`src/rtl/dti_pkg.sv`:
```
// Shared types and constants for the four-letter trie insert/lookup block
`timescale 1ns / 1ps

package dti_pkg;

   // alphabet bytes and their slot numbers in a node row
   localparam logic [7:0] LETTER_A = 8'h61;
   localparam logic [7:0] LETTER_C = 8'h63;
   localparam logic [7:0] LETTER_T = 8'h74;
   localparam logic [7:0] LETTER_G = 8'h67;

   localparam int         LETTERS  = 4;
   localparam logic [1:0] SLOT_A   = 2'd0;
   localparam logic [1:0] SLOT_C   = 2'd1;
   localparam logic [1:0] SLOT_T   = 2'd2;
   localparam logic [1:0] SLOT_G   = 2'd3;

   // request codes
   localparam logic REQ_INSERT = 1'b0;
   localparam logic REQ_LOOKUP = 1'b1;

   // register file layout
   localparam int         CSR_ADDR_W      = 3;
   localparam int         CSR_DATA_W      = 32;
   localparam int         MAX_NODES_W     = 9;
   localparam logic       REG_MAX_NODES   = 1'b0;
   localparam logic [8:0] MAX_NODES_RESET = 9'd256;

   // input transaction
   typedef struct packed {
      logic       req_type;
      logic [7:0] symbol;
      logic       word_end;
   } req_type_type;

   // result transaction
   typedef struct packed {
      logic       word_found;
      logic       table_full;
      logic [7:0] end_node;
   } rsp_type;

   // decoded character
   typedef struct packed {
      logic       hit;
      logic [1:0] slot;
   } letter_type;

   function automatic letter_type letter_code(input logic [7:0] symbol);
      letter_type lc;
      lc.hit  = 1'b1;
      lc.slot = SLOT_A;
      case (symbol)
         LETTER_A: lc.slot = SLOT_A;
         LETTER_C: lc.slot = SLOT_C;
         LETTER_T: lc.slot = SLOT_T;
         LETTER_G: lc.slot = SLOT_G;
         default:  lc.hit  = 1'b0;
      endcase
      return lc;
   endfunction

endpackage

```
`src/rtl/dti_csr.sv`:
```
// APB-style register file holding the node limit
`timescale 1ns / 1ps

module dti_csr
   import dti_pkg::*;
(
   input  logic                   clock,
   input  logic                   reset,
   input  logic                   psel,
   input  logic                   penable,
   input  logic                   pwrite,
   input  logic [CSR_ADDR_W-1:0]  paddr,
   input  logic [CSR_DATA_W-1:0]  pwdata,
   output logic [CSR_DATA_W-1:0]  prdata,
   output logic                   pready,
   output logic [MAX_NODES_W-1:0] max_nodes
);

   logic [MAX_NODES_W-1:0] max_nodes_ff;
   logic [MAX_NODES_W-1:0] max_nodes_in;
   logic                   reg_hit;
   logic                   wr_strobe;

   // word index decode
   assign reg_hit   = paddr[CSR_ADDR_W-1] == REG_MAX_NODES;
   assign wr_strobe = psel && penable && pwrite && pready;

   // register update
   always_comb begin
      max_nodes_in = max_nodes_ff;
      if (wr_strobe && reg_hit) begin
         max_nodes_in = pwdata[MAX_NODES_W-1:0];
      end
   end

   always_ff @(posedge clock) begin
      if (reset) begin
         max_nodes_ff <= MAX_NODES_RESET;
      end else begin
         max_nodes_ff <= max_nodes_in;
      end
   end

   // read back
   assign prdata    = reg_hit ? CSR_DATA_W'(max_nodes_ff) : '0;
   assign pready    = 1'b1;
   assign max_nodes = max_nodes_ff;

endmodule

```
`config.mk`:
```
export PLATFORM = sky130hd
export DESIGN_NAME = dti_csr
export DESIGN_NICKNAME = d
export VERILOG_FILES = /design/src/rtl/dti_pkg.sv /design/src/rtl/dti_csr.sv
export SDC_FILE = /design/constraint.sdc
export NUM_CORES = 1
export LEC_CHECK = 0
export ABC_AREA = 1
export ABC_CLOCK_PERIOD_IN_PS = 1570
export BUFFER_PORTS_ARGS = -buffer_cell sky130_fd_sc_hd__buf_4
export CORE_MARGIN = 2
export CORE_UTILIZATION = 36
export CTS_CLUSTER_DIAMETER = 50
export CTS_CLUSTER_SIZE = 25
export DETAILED_ROUTE_END_ITERATION = 10
export PLACE_DENSITY = 0.85
export SYNTH_ARGS = -nofsm -noshare
export SYNTH_HDL_FRONTEND = slang
export SYNTH_SLANG_ARGS = --single-unit
```
`constraint.sdc`:
```
create_clock -name clock -period 1.57 [get_ports clock]
set_input_delay 0.314 -clock clock [delete_from_list [all_inputs] [get_ports clock]]
set_output_delay 0.314 -clock clock [all_outputs]
set_load 0.02 [all_outputs]
```
==> impl_metrics.py, run 1 <==
metrics = {
    "floorplanning": {
        "ios": 82,
        "core_um2": 1920,
        "start_util_pct": 37.4,
        "chipHeight_um": 48.7,
        "die_area_um2": 2370,
        "std_cell_rows": 16,
        "die_w_um": 48.7,
    },
    "hold_path": {
        "hold_class": "in -> reg",
        "worstHoldPathCells": 3,
    },
    "final_layout": {
        "nNetsFinal": 179,
        "drive_gt1_share_pct": 30.4,
        "syn_to_final_growth_pct": 26.6,
        "largest_reg_flops": 9,
        "antenna_cells": 0,
    },
    "critical_path": {
        "worstSetupPathType": "reg -> out",
        "start_kind": "register",
        "crit_path_end_kind": "output pin",
        "cp_data_arrival_time_ps": 910,
        "path_max_fanout": 3,
        "r2r_cells": 2,
        "required_ps": 1260,
    },
    "clock_tree": {
        "cts_tree": "built",
        "cts_root_buffer": "clkbuf_4",
        "cts_resized": 0,
        "cts_buffer_depth": 2,
        "htreeDepth": 1,
        "post_cts_buffers": 0,
        "postCtsHoldBufs": 0,
        "cts.sinks": 9,
        "cts_made_buffers": 3,
        "clk_pin_slew_ps": 70,
        "worstSkewPairLatency_ps": 250,
    },
    "synth": {
        "synthCells": 105,
        "synth_area_leader_cell": "dfxtp_1",
        "synth-seq-cells": 9,
        "ys_warn_count": 0,
        "synthArstFlopShare_pct": 0,
        "synthDistinctLibCells": 14,
        "synth_area_leaders": "dfxtp_1, buf_4, nor2_1",
        "synthTopCellsByCount": "nor2_1, buf_4, inv_1",
        "synth_top_area_share_pct": 25.0,
        "synth_edf_count": 0,
        "ys_seq_area_share_pct": 25.0,
        "syn_area_per_cell_um2": 6.85,
        "netlist_area_um2": 719,
        "synthFlopType": "dfxtp_1",
        "post-synth-top-count-cell": "nor2_1",
    },
    "sta": {
        "min_period_ps": 1220,
        "max_freq_mhz": 819,
        "skew_ps": 0,
        "hold_viol_final": 0,
        "final_max_slew_viol_count": 0,
        "finalSetupViolCount": 0,
        "finalSetupTns_ps": 0,
        "holdWs_ps": 281,
        "rsz0062_at_grt": "false",
        "fin_crit_sh_pct": 77.7,
    },
    "global_routing": {
        "grt_overflow": 0,
        "antenna_found_initial": 0,
        "grt_start_max_net_pins": 12,
        "grtUsageTotal_pct": 11.2,
        "grt_first_pass_wirelength_um": 2170,
        "grt_pass1_vias": 562,
    },
    "placed_design": {
        "post-dp-hpwl_um": 1150,
        "globalplace.congestion": 0.735,
        "port_buffers": 32,
    },
    "drt": {
        "drt_iter0_markers": 13,
        "vias": 639,
        "post_drt_via_cell_ratio": 3.87,
        "drt-total-wl_um": 1380,
        "drtAntennaViolNets": 0,
        "drcViolationCount": 0,
        "drt-wirelength-per-cell_um": 8.37,
        "dr.pass1.iters": 5,
    },
    "job": {
        "drv_cap": 0,
    },
    "power": {
        "power_density_nw_per_um2": 660,
        "max-vdd-ir-drop_mv": 0.369,
        "cellLeakagePower_nw": 0.531,
    },
    "run_status": {
        "status": "completed",
    },
}
## area by class of cell
| type | count | area, um2 |
|---|---|---|
| well taps | 27 | 33.8 |
| flip-flops and latches | 9 | 180 |
| repair buffers | 32 | 240 |
| inverters | 21 | 105 |
| fillers | 229 | 1010 |
| multi-input cells | 72 | 325 |
| clock buffers | 4 | 26.3 |
## per-layer routing
| metal | GRT usage, % | wire length, um | up-vias |
|---|---|---|---|
| met1 | 12.8 | 500 | 277 |
| met2 | 21.0 | 722 | 40 |
| met3 | 2.47 | 158 | 0 |
| met4 | 2.86 | 0 | 0 |
| met5 | 0 | 0 | - |
| li1 | - | - | 322 |
## path summary, 6_finish.rpt
check | startpoint | endpoint | slack, ps
max | max_nodes[5]$_SDFFE_PP0P_ | prdata[5] | 350
min | pwdata[8] | max_nodes[8]$_SDFFE_PP1P_ | 280
max reg2reg | max_nodes[5]$_SDFFE_PP0P_ | max_nodes[5]$_SDFFE_PP0P_ | 970
min reg2reg | max_nodes[7]$_SDFFE_PP0P_ | max_nodes[7]$_SDFFE_PP0P_ | 500
## logic make-up (layout without fill, tap and decap cells)
group,count (synthesis),after routing,share of synthesized area [%]
AOI/OAI and AO/OA,1,1,0.695
buffers and inverters,46,57,41.2
other,2,24,1.04
DFF,9,9,25.0
and+or+nand+nor,47,47,32.0
## layout by cell type, fill, tap and decap left out, types with 2 or more instances in the layout
master / netlist / routed
buf_4: 24 / 32
nor2_1: 25 / 25
conb_1: 2 / 24
inv_1: 19 / 19
nand2_1: 9 / 9
dfxtp_1: 9 / 9
nand3_1: 8 / 8
clkbuf_4: 0 / 3
nand2_2: 2 / 2
nor2_8: 2 / 2
## per-stage QoR
step / instances / power (W) / util, % / worst slack, ps / area (um2)
global placement: 161 / 0.000426 / 46.0 / 510 / 885
global route: 165 / 0.000628 / 47.4 / 265 / 911
CTS: 165 / 0.000606 / 47.4 / 341 / 911
detailed placement: 161 / 0.000430 / 46.0 / 493 / 885
finish: 165 / 0.000601 / 47.4 / 350 / 911
floorplan: 127 / 0.000419 / - / 474 / 802
## critical path, stage by stage (launching register included)
cell and delay, ps:
dfxtp_1 370, inv_1 50, nor2_1 90, buf_4 150
## power breakdown
group | switching [W] | internal [W] | leakage [nW]
Sequential | 0.00000604 | 0.000236 | 0.0732
Clock | 0.0000790 | 0.0000977 | 0.0150
Combinational | 0.000118 | 0.0000642 | 0.443
No activity file was read; power rests on OpenSTA's default activity.
==> run 2, diff against run 1 <==
--- a/config.mk
+++ b/config.mk
@@ -6,14 +6,14 @@
 export NUM_CORES = 1
 export LEC_CHECK = 0
 export ABC_AREA = 1
-export ABC_CLOCK_PERIOD_IN_PS = 1570
+export ABC_CLOCK_PERIOD_IN_PS = 1200
 export BUFFER_PORTS_ARGS = -buffer_cell sky130_fd_sc_hd__buf_4
 export CORE_MARGIN = 2
-export CORE_UTILIZATION = 36
+export CORE_UTILIZATION = 33
 export CTS_CLUSTER_DIAMETER = 50
 export CTS_CLUSTER_SIZE = 25
 export DETAILED_ROUTE_END_ITERATION = 10
-export PLACE_DENSITY = 0.85
+export PLACE_DENSITY = 0.79
 export SYNTH_ARGS = -nofsm -noshare
 export SYNTH_HDL_FRONTEND = slang
 export SYNTH_SLANG_ARGS = --single-unit
==> constraint.sdc (replaced) <==
create_clock -name clock -period 1.2 [get_ports clock]
set_input_delay 0.24 -clock clock [delete_from_list [all_inputs] [get_ports clock]]
set_output_delay 0.24 -clock clock [all_outputs]
set_load 0.02 [all_outputs]
==> run 2 against run 1 <==
- critical path depth unchanged
- non-clock buffer count unchanged
- sequential share of layout area up 0.33 points
- critical path type unchanged
- die area up 8.3%
- power up 30%
- global-route usage down 0.50 points
- cell area up 0.41%
==> impl_metrics.py, run 2 (synthesized netlist as in run 1, its figures left out) <==
metrics = {
    "hold_path": {
        "hold_class": "in -> reg",
    },
    "clock_tree": {
        "cts_root_buffer": "clkbuf_4",
        "cts_resized": 0,
        "htreeDepth": 1,
        "cts.sinks": 9,
        "clk_pin_slew_ps": 60,
        "worstSkewPairLatency_ps": 250,
        "cts_tree": "built",
        "cts_buffer_depth": 2,
        "post_cts_buffers": 0,
        "cts_made_buffers": 3,
        "postCtsHoldBufs": 0,
    },
    "floorplanning": {
        "ios": 82,
        "std_cell_rows": 16,
        "chipHeight_um": 50.7,
        "die_area_um2": 2570,
        "core_um2": 2000,
        "start_util_pct": 35.9,
        "die_w_um": 50.7,
    },
    "global_routing": {
        "grt_first_pass_wirelength_um": 2140,
        "grt_overflow": 0,
        "grt_start_max_net_pins": 12,
        "grt_pass1_vias": 514,
        "grtUsageTotal_pct": 10.7,
        "antenna_found_initial": 0,
    },
    "drt": {
        "dr.pass1.iters": 5,
        "drcViolationCount": 0,
        "drtAntennaViolNets": 0,
        "post_drt_via_cell_ratio": 3.79,
        "drt-total-wl_um": 1320,
        "drt_iter0_markers": 6,
        "drt-wirelength-per-cell_um": 7.97,
        "vias": 626,
    },
    "final_layout": {
        "largest_reg_flops": 9,
        "mostFrequentLayoutCells": "buf_4, nor2_1, conb_1",
        "drive_gt1_share_pct": 32.6,
        "syn_to_final_growth_pct": 27.1,
        "nNetsFinal": 179,
        "final_common_cell": "buf_4",
        "instances_no_fill": 165,
        "antenna_cells": 0,
    },
    "critical_path": {
        "path_max_fanout": 3,
        "start_kind": "register",
        "crit_path_end_kind": "output pin",
        "worstSetupPathType": "reg -> out",
        "required_ps": 960,
        "cp_data_arrival_time_ps": 890,
        "r2r_slack_ps": 610,
    },
    "placed_design": {
        "port_buffers": 32,
        "dp.cells": 161,
        "post-place-ws_ps": 224,
        "post-dp-hpwl_um": 1130,
        "globalplace.congestion": 0.717,
    },
    "sta": {
        "hold_viol_final": 0,
        "finalWorstSetupSlack_ps": 73.7,
        "holdWs_ps": 206,
        "finalSetupTns_ps": 0,
        "min_period_ps": 1130,
        "final_max_slew_viol_count": 0,
        "max_freq_mhz": 888,
        "fin_crit_sh_pct": 93.9,
        "rsz0062_at_grt": "false",
        "finalSetupViolCount": 0,
        "skew_ps": 0,
    },
    "power": {
        "swShare_pct": 33.2,
        "p_int_w": 0.000522,
        "cellLeakagePower_nw": 0.532,
        "comb_power_share_pct": 30.4,
        "power_w": 0.000780,
        "power_density_nw_per_um2": 853,
        "seqPwrFrac_pct": 40.7,
        "p_sw_w": 0.000259,
        "pwr-share-clk_pct": 28.9,
        "max-vdd-ir-drop_mv": 0.384,
    },
    "run_status": {
        "status": "completed",
    },
    "job": {
        "drv_cap": 0,
    },
}
## run 2: cell counts in the layout (fill, tap and decap cells not counted)
Identical to the previous run, type by type.
## run 2: metrics by stage
stage	instance area, um2	utilization (%)
floorplan	802	-
global placement	885	44.2
detailed placement	885	44.2
CTS	911	45.5
global route	915	45.7
finish	915	45.7
## run 2: layout make-up
type / instances / area [um2]
Timing Repair Buffer: 32 / 240
Tap cell: 27 / 33.8
Multi-Input combinational cell: 72 / 325
Sequential cell: 9 / 184
Inverter: 21 / 105
Fill cell: 217 / 1090
Clock buffer: 4 / 26.3
## run 2: layer usage
layer | global-route usage, % | vias up | wire [um]
li1 | - | 324 | -
met1 | 11.4 | 261 | 485
met2 | 20.4 | 39 | 690
met3 | 2.38 | 2 | 132
met4 | 4.05 | 0 | 7
met5 | 0 | - | 0
## run 2: worst max-delay path, stage by stage, from the launching register on
cell and delay, ps:
dfxtp_1 360, inv_1 50, nor2_1 80, buf_4 150
## run 2: power by group through the flow
stage	combinational [W]	clock [W]	sequential [W]
after detailed placement	0.000238	0	0.000324
final	0.000237	0.000226	0.000318
after floorplan	0.000213	0	0.000336
after global routing	0.000259	0.000255	0.000319
after global placement	0.000234	0	0.000324
after CTS	0.000238	0.000231	0.000317
## run 2: final timing paths
| kind | startpoint | end | depth (start not counted) |
|---|---|---|---|
| setup / recovery | max_nodes[6]$_SDFFE_PP0P_ | prdata[6] | 3 |
| hold / removal | pwdata[8] | max_nodes[8]$_SDFFE_PP1P_ | 3 |
| setup reg to reg | max_nodes[8]$_SDFFE_PP1P_ | max_nodes[8]$_SDFFE_PP1P_ | 2 |
| hold reg to reg | max_nodes[0]$_SDFFE_PP0P_ | max_nodes[0]$_SDFFE_PP0P_ | 2 |
==> run 3, diff against run 2 <==
--- a/config.mk
+++ b/config.mk
@@ -14,6 +14,7 @@
 export CTS_CLUSTER_SIZE = 25
 export DETAILED_ROUTE_END_ITERATION = 10
 export PLACE_DENSITY = 0.79
+export REMOVE_ABC_BUFFERS = 1
 export SYNTH_ARGS = -nofsm -noshare
 export SYNTH_HDL_FRONTEND = slang
 export SYNTH_SLANG_ARGS = --single-unit
==> run 3 against run 2 <==
- first-iteration DRC count fell by 33%
- count of clock-buffer cells in the layout is the same
- combinational power about the same
- setup slack improved by 17 ps
- critical path type unchanged
- worst hold slack improved by 5.8 ps
- sequential cell count is the same
- critical path depth is the same
- core utilization grew 0.063 points
- sequential power about the same
- fmax rose by 1.6%
- cell count unchanged
- power is 0.26% higher
==> impl_metrics.py, run 3 (synthesized netlist as in run 1, its figures left out) <==
metrics = {
    "run_status": {
        "status": "completed",
    },
    "power": {
        "seqPwrFrac_pct": 40.6,
        "swShare_pct": 33.3,
        "pwr-share-clk_pct": 29.0,
        "max-vdd-ir-drop_mv": 0.278,
        "power_density_nw_per_um2": 854,
        "cellLeakagePower_nw": 0.533,
        "p_sw_w": 0.000260,
        "comb_power_share_pct": 30.4,
        "p_int_w": 0.000522,
    },
    "critical_path": {
        "r2r_cells": 2,
        "cp_num_cells": 3,
        "required_ps": 960,
        "crit_path_end_kind": "output pin",
        "cpPeakStageDelay_ps": 350,
        "crit_path_cell_trace": "inv_1 -> nor2_1 -> buf_4",
        "crit_start": "max_nodes[2]$_SDFFE_PP0P_",
        "start_kind": "register",
        "path_max_fanout": 3,
        "worst-path-buf-inv": 2,
        "cpMaxStageDelayCell": "dfxtp_1",
        "worstSetupPathType": "reg -> out",
        "reg2reg_from": "max_nodes[8]$_SDFFE_PP1P_",
        "critical-path-top-delay-family": "flip-flops",
        "cp_data_arrival_time_ps": 870,
    },
    "final_layout": {
        "nNetsFinal": 179,
        "mostFrequentLayoutCells": "buf_4, nor2_1, conb_1",
        "drive_gt1_share_pct": 33.3,
        "antenna_cells": 0,
        "final_common_cell": "buf_4",
        "instances_no_fill": 165,
        "final_cell_area_um2": 916,
        "syn_to_final_growth_pct": 27.3,
        "largest_reg_flops": 9,
        "fillers": 217,
    },
    "placed_design": {
        "port_buffers": 32,
        "dp.cells": 161,
        "post-dp-hpwl_um": 1120,
        "placed_area_um2": 885,
        "globalplace.congestion": 0.796,
    },
    "drt": {
        "drtAntennaViolNets": 0,
        "dr.pass1.iters": 4,
        "drt_iter0_markers": 4,
        "drt-total-wl_um": 1310,
        "post_drt_via_cell_ratio": 3.82,
        "vias": 631,
        "drt-wirelength-per-cell_um": 7.95,
        "drcViolationCount": 0,
    },
    "clock_tree": {
        "worstSkewPairLatency_ps": 250,
        "cts_made_buffers": 3,
        "cts_buffer_depth": 2,
        "cts_root_buffer": "clkbuf_4",
        "cts_tree": "built",
        "clk_pin_slew_ps": 60,
        "cts.sinks": 9,
        "postCtsHoldBufs": 0,
        "htreeDepth": 1,
    },
    "global_routing": {
        "grt_first_pass_wirelength_um": 2130,
        "antenna_found_initial": 0,
        "grt_pass1_vias": 519,
        "grtUsageTotal_pct": 11.4,
        "grt_start_max_net_pins": 12,
        "grt_overflow": 0,
    },
    "sta": {
        "finalSetupViolCount": 0,
        "skew_ps": 0,
        "fin_crit_sh_pct": 92.4,
        "rsz0062_at_grt": "false",
        "hold_viol_final": 0,
        "finalSetupTns_ps": 0,
        "final_max_slew_viol_count": 0,
        "holdWs_ps": 212,
        "min_period_ps": 1110,
        "max_freq_mhz": 902,
    },
    "job": {
        "drv_cap": 0,
    },
    "floorplanning": {
        "core_um2": 2000,
        "start_util_pct": 35.9,
        "die_w_um": 50.7,
        "chipHeight_um": 50.7,
        "std_cell_rows": 16,
        "ios": 82,
        "die_area_um2": 2570,
    },
    "hold_path": {
        "hold_class": "in -> reg",
        "worstHoldPathCells": 3,
        "hp-start": "pwdata[8]",
    },
}
run 3: timing repair:
action                                  in CTS  in global routing
gates resized for setup                      0                  4
endpoints found under the setup margin       0                  4
setup buffers                                0                  0
run 3: power by group through the flow:
stage	combinational (W)	sequential (W)	clock, W
3_3_place_gp	0.000234	0.000323	0
6_report	0.000238	0.000318	0.000227
5_1_grt	0.000258	0.000320	0.000261
3_5_place_dp	0.000238	0.000324	0
2_1_floorplan	0.000144	0.000336	0
4_1_cts	0.000238	0.000317	0.000237
run 3: final cells by class:
| cell class | count | area, um2 | share of cell area, % |
|---|---|---|---|
| multi-input cells | 72 | 325 | 35.5 |
| repair buffers | 32 | 240 | 26.2 |
| clock buffers | 4 | 26.3 | 2.87 |
| well taps | 27 | 33.8 | 3.69 |
| inverters | 21 | 105 | 11.5 |
| flip-flops and latches | 9 | 185 | 20.2 |
run 3: worst register-to-register path: stages, from the launching register on:
cell	delay, ps
dfxtp_1	320
o21ai_0	80
nand3_1	90
run 3: path summary, 6_finish.rpt:
check,endpoint,slack (ps)
worst max-delay path,prdata[2],90
worst min-delay path,max_nodes[8]$_SDFFE_PP1P_,210
worst max register to register,max_nodes[8]$_SDFFE_PP1P_,610
worst min register to register,max_nodes[4]$_SDFFE_PP0P_,490
run 3: per-stage QoR:
stage	util, %	power [W]	setup slack (ps)
after global routing	45.8	0.000838	0.652
after global placement	44.2	0.000557	278
after floorplan	-	0.000479	178
final	45.8	0.000783	90.9
after CTS	45.5	0.000791	45.4
after detailed placement	44.2	0.000561	222
run 3: layer usage:
layer	up-vias	share of wire, %	GRT usage, %
li1	322	-	-
met1	265	33	9.40
met2	40	53	21.1
met3	4	12	5.95
met4	0	1.8	6.76
met5	-	0	0
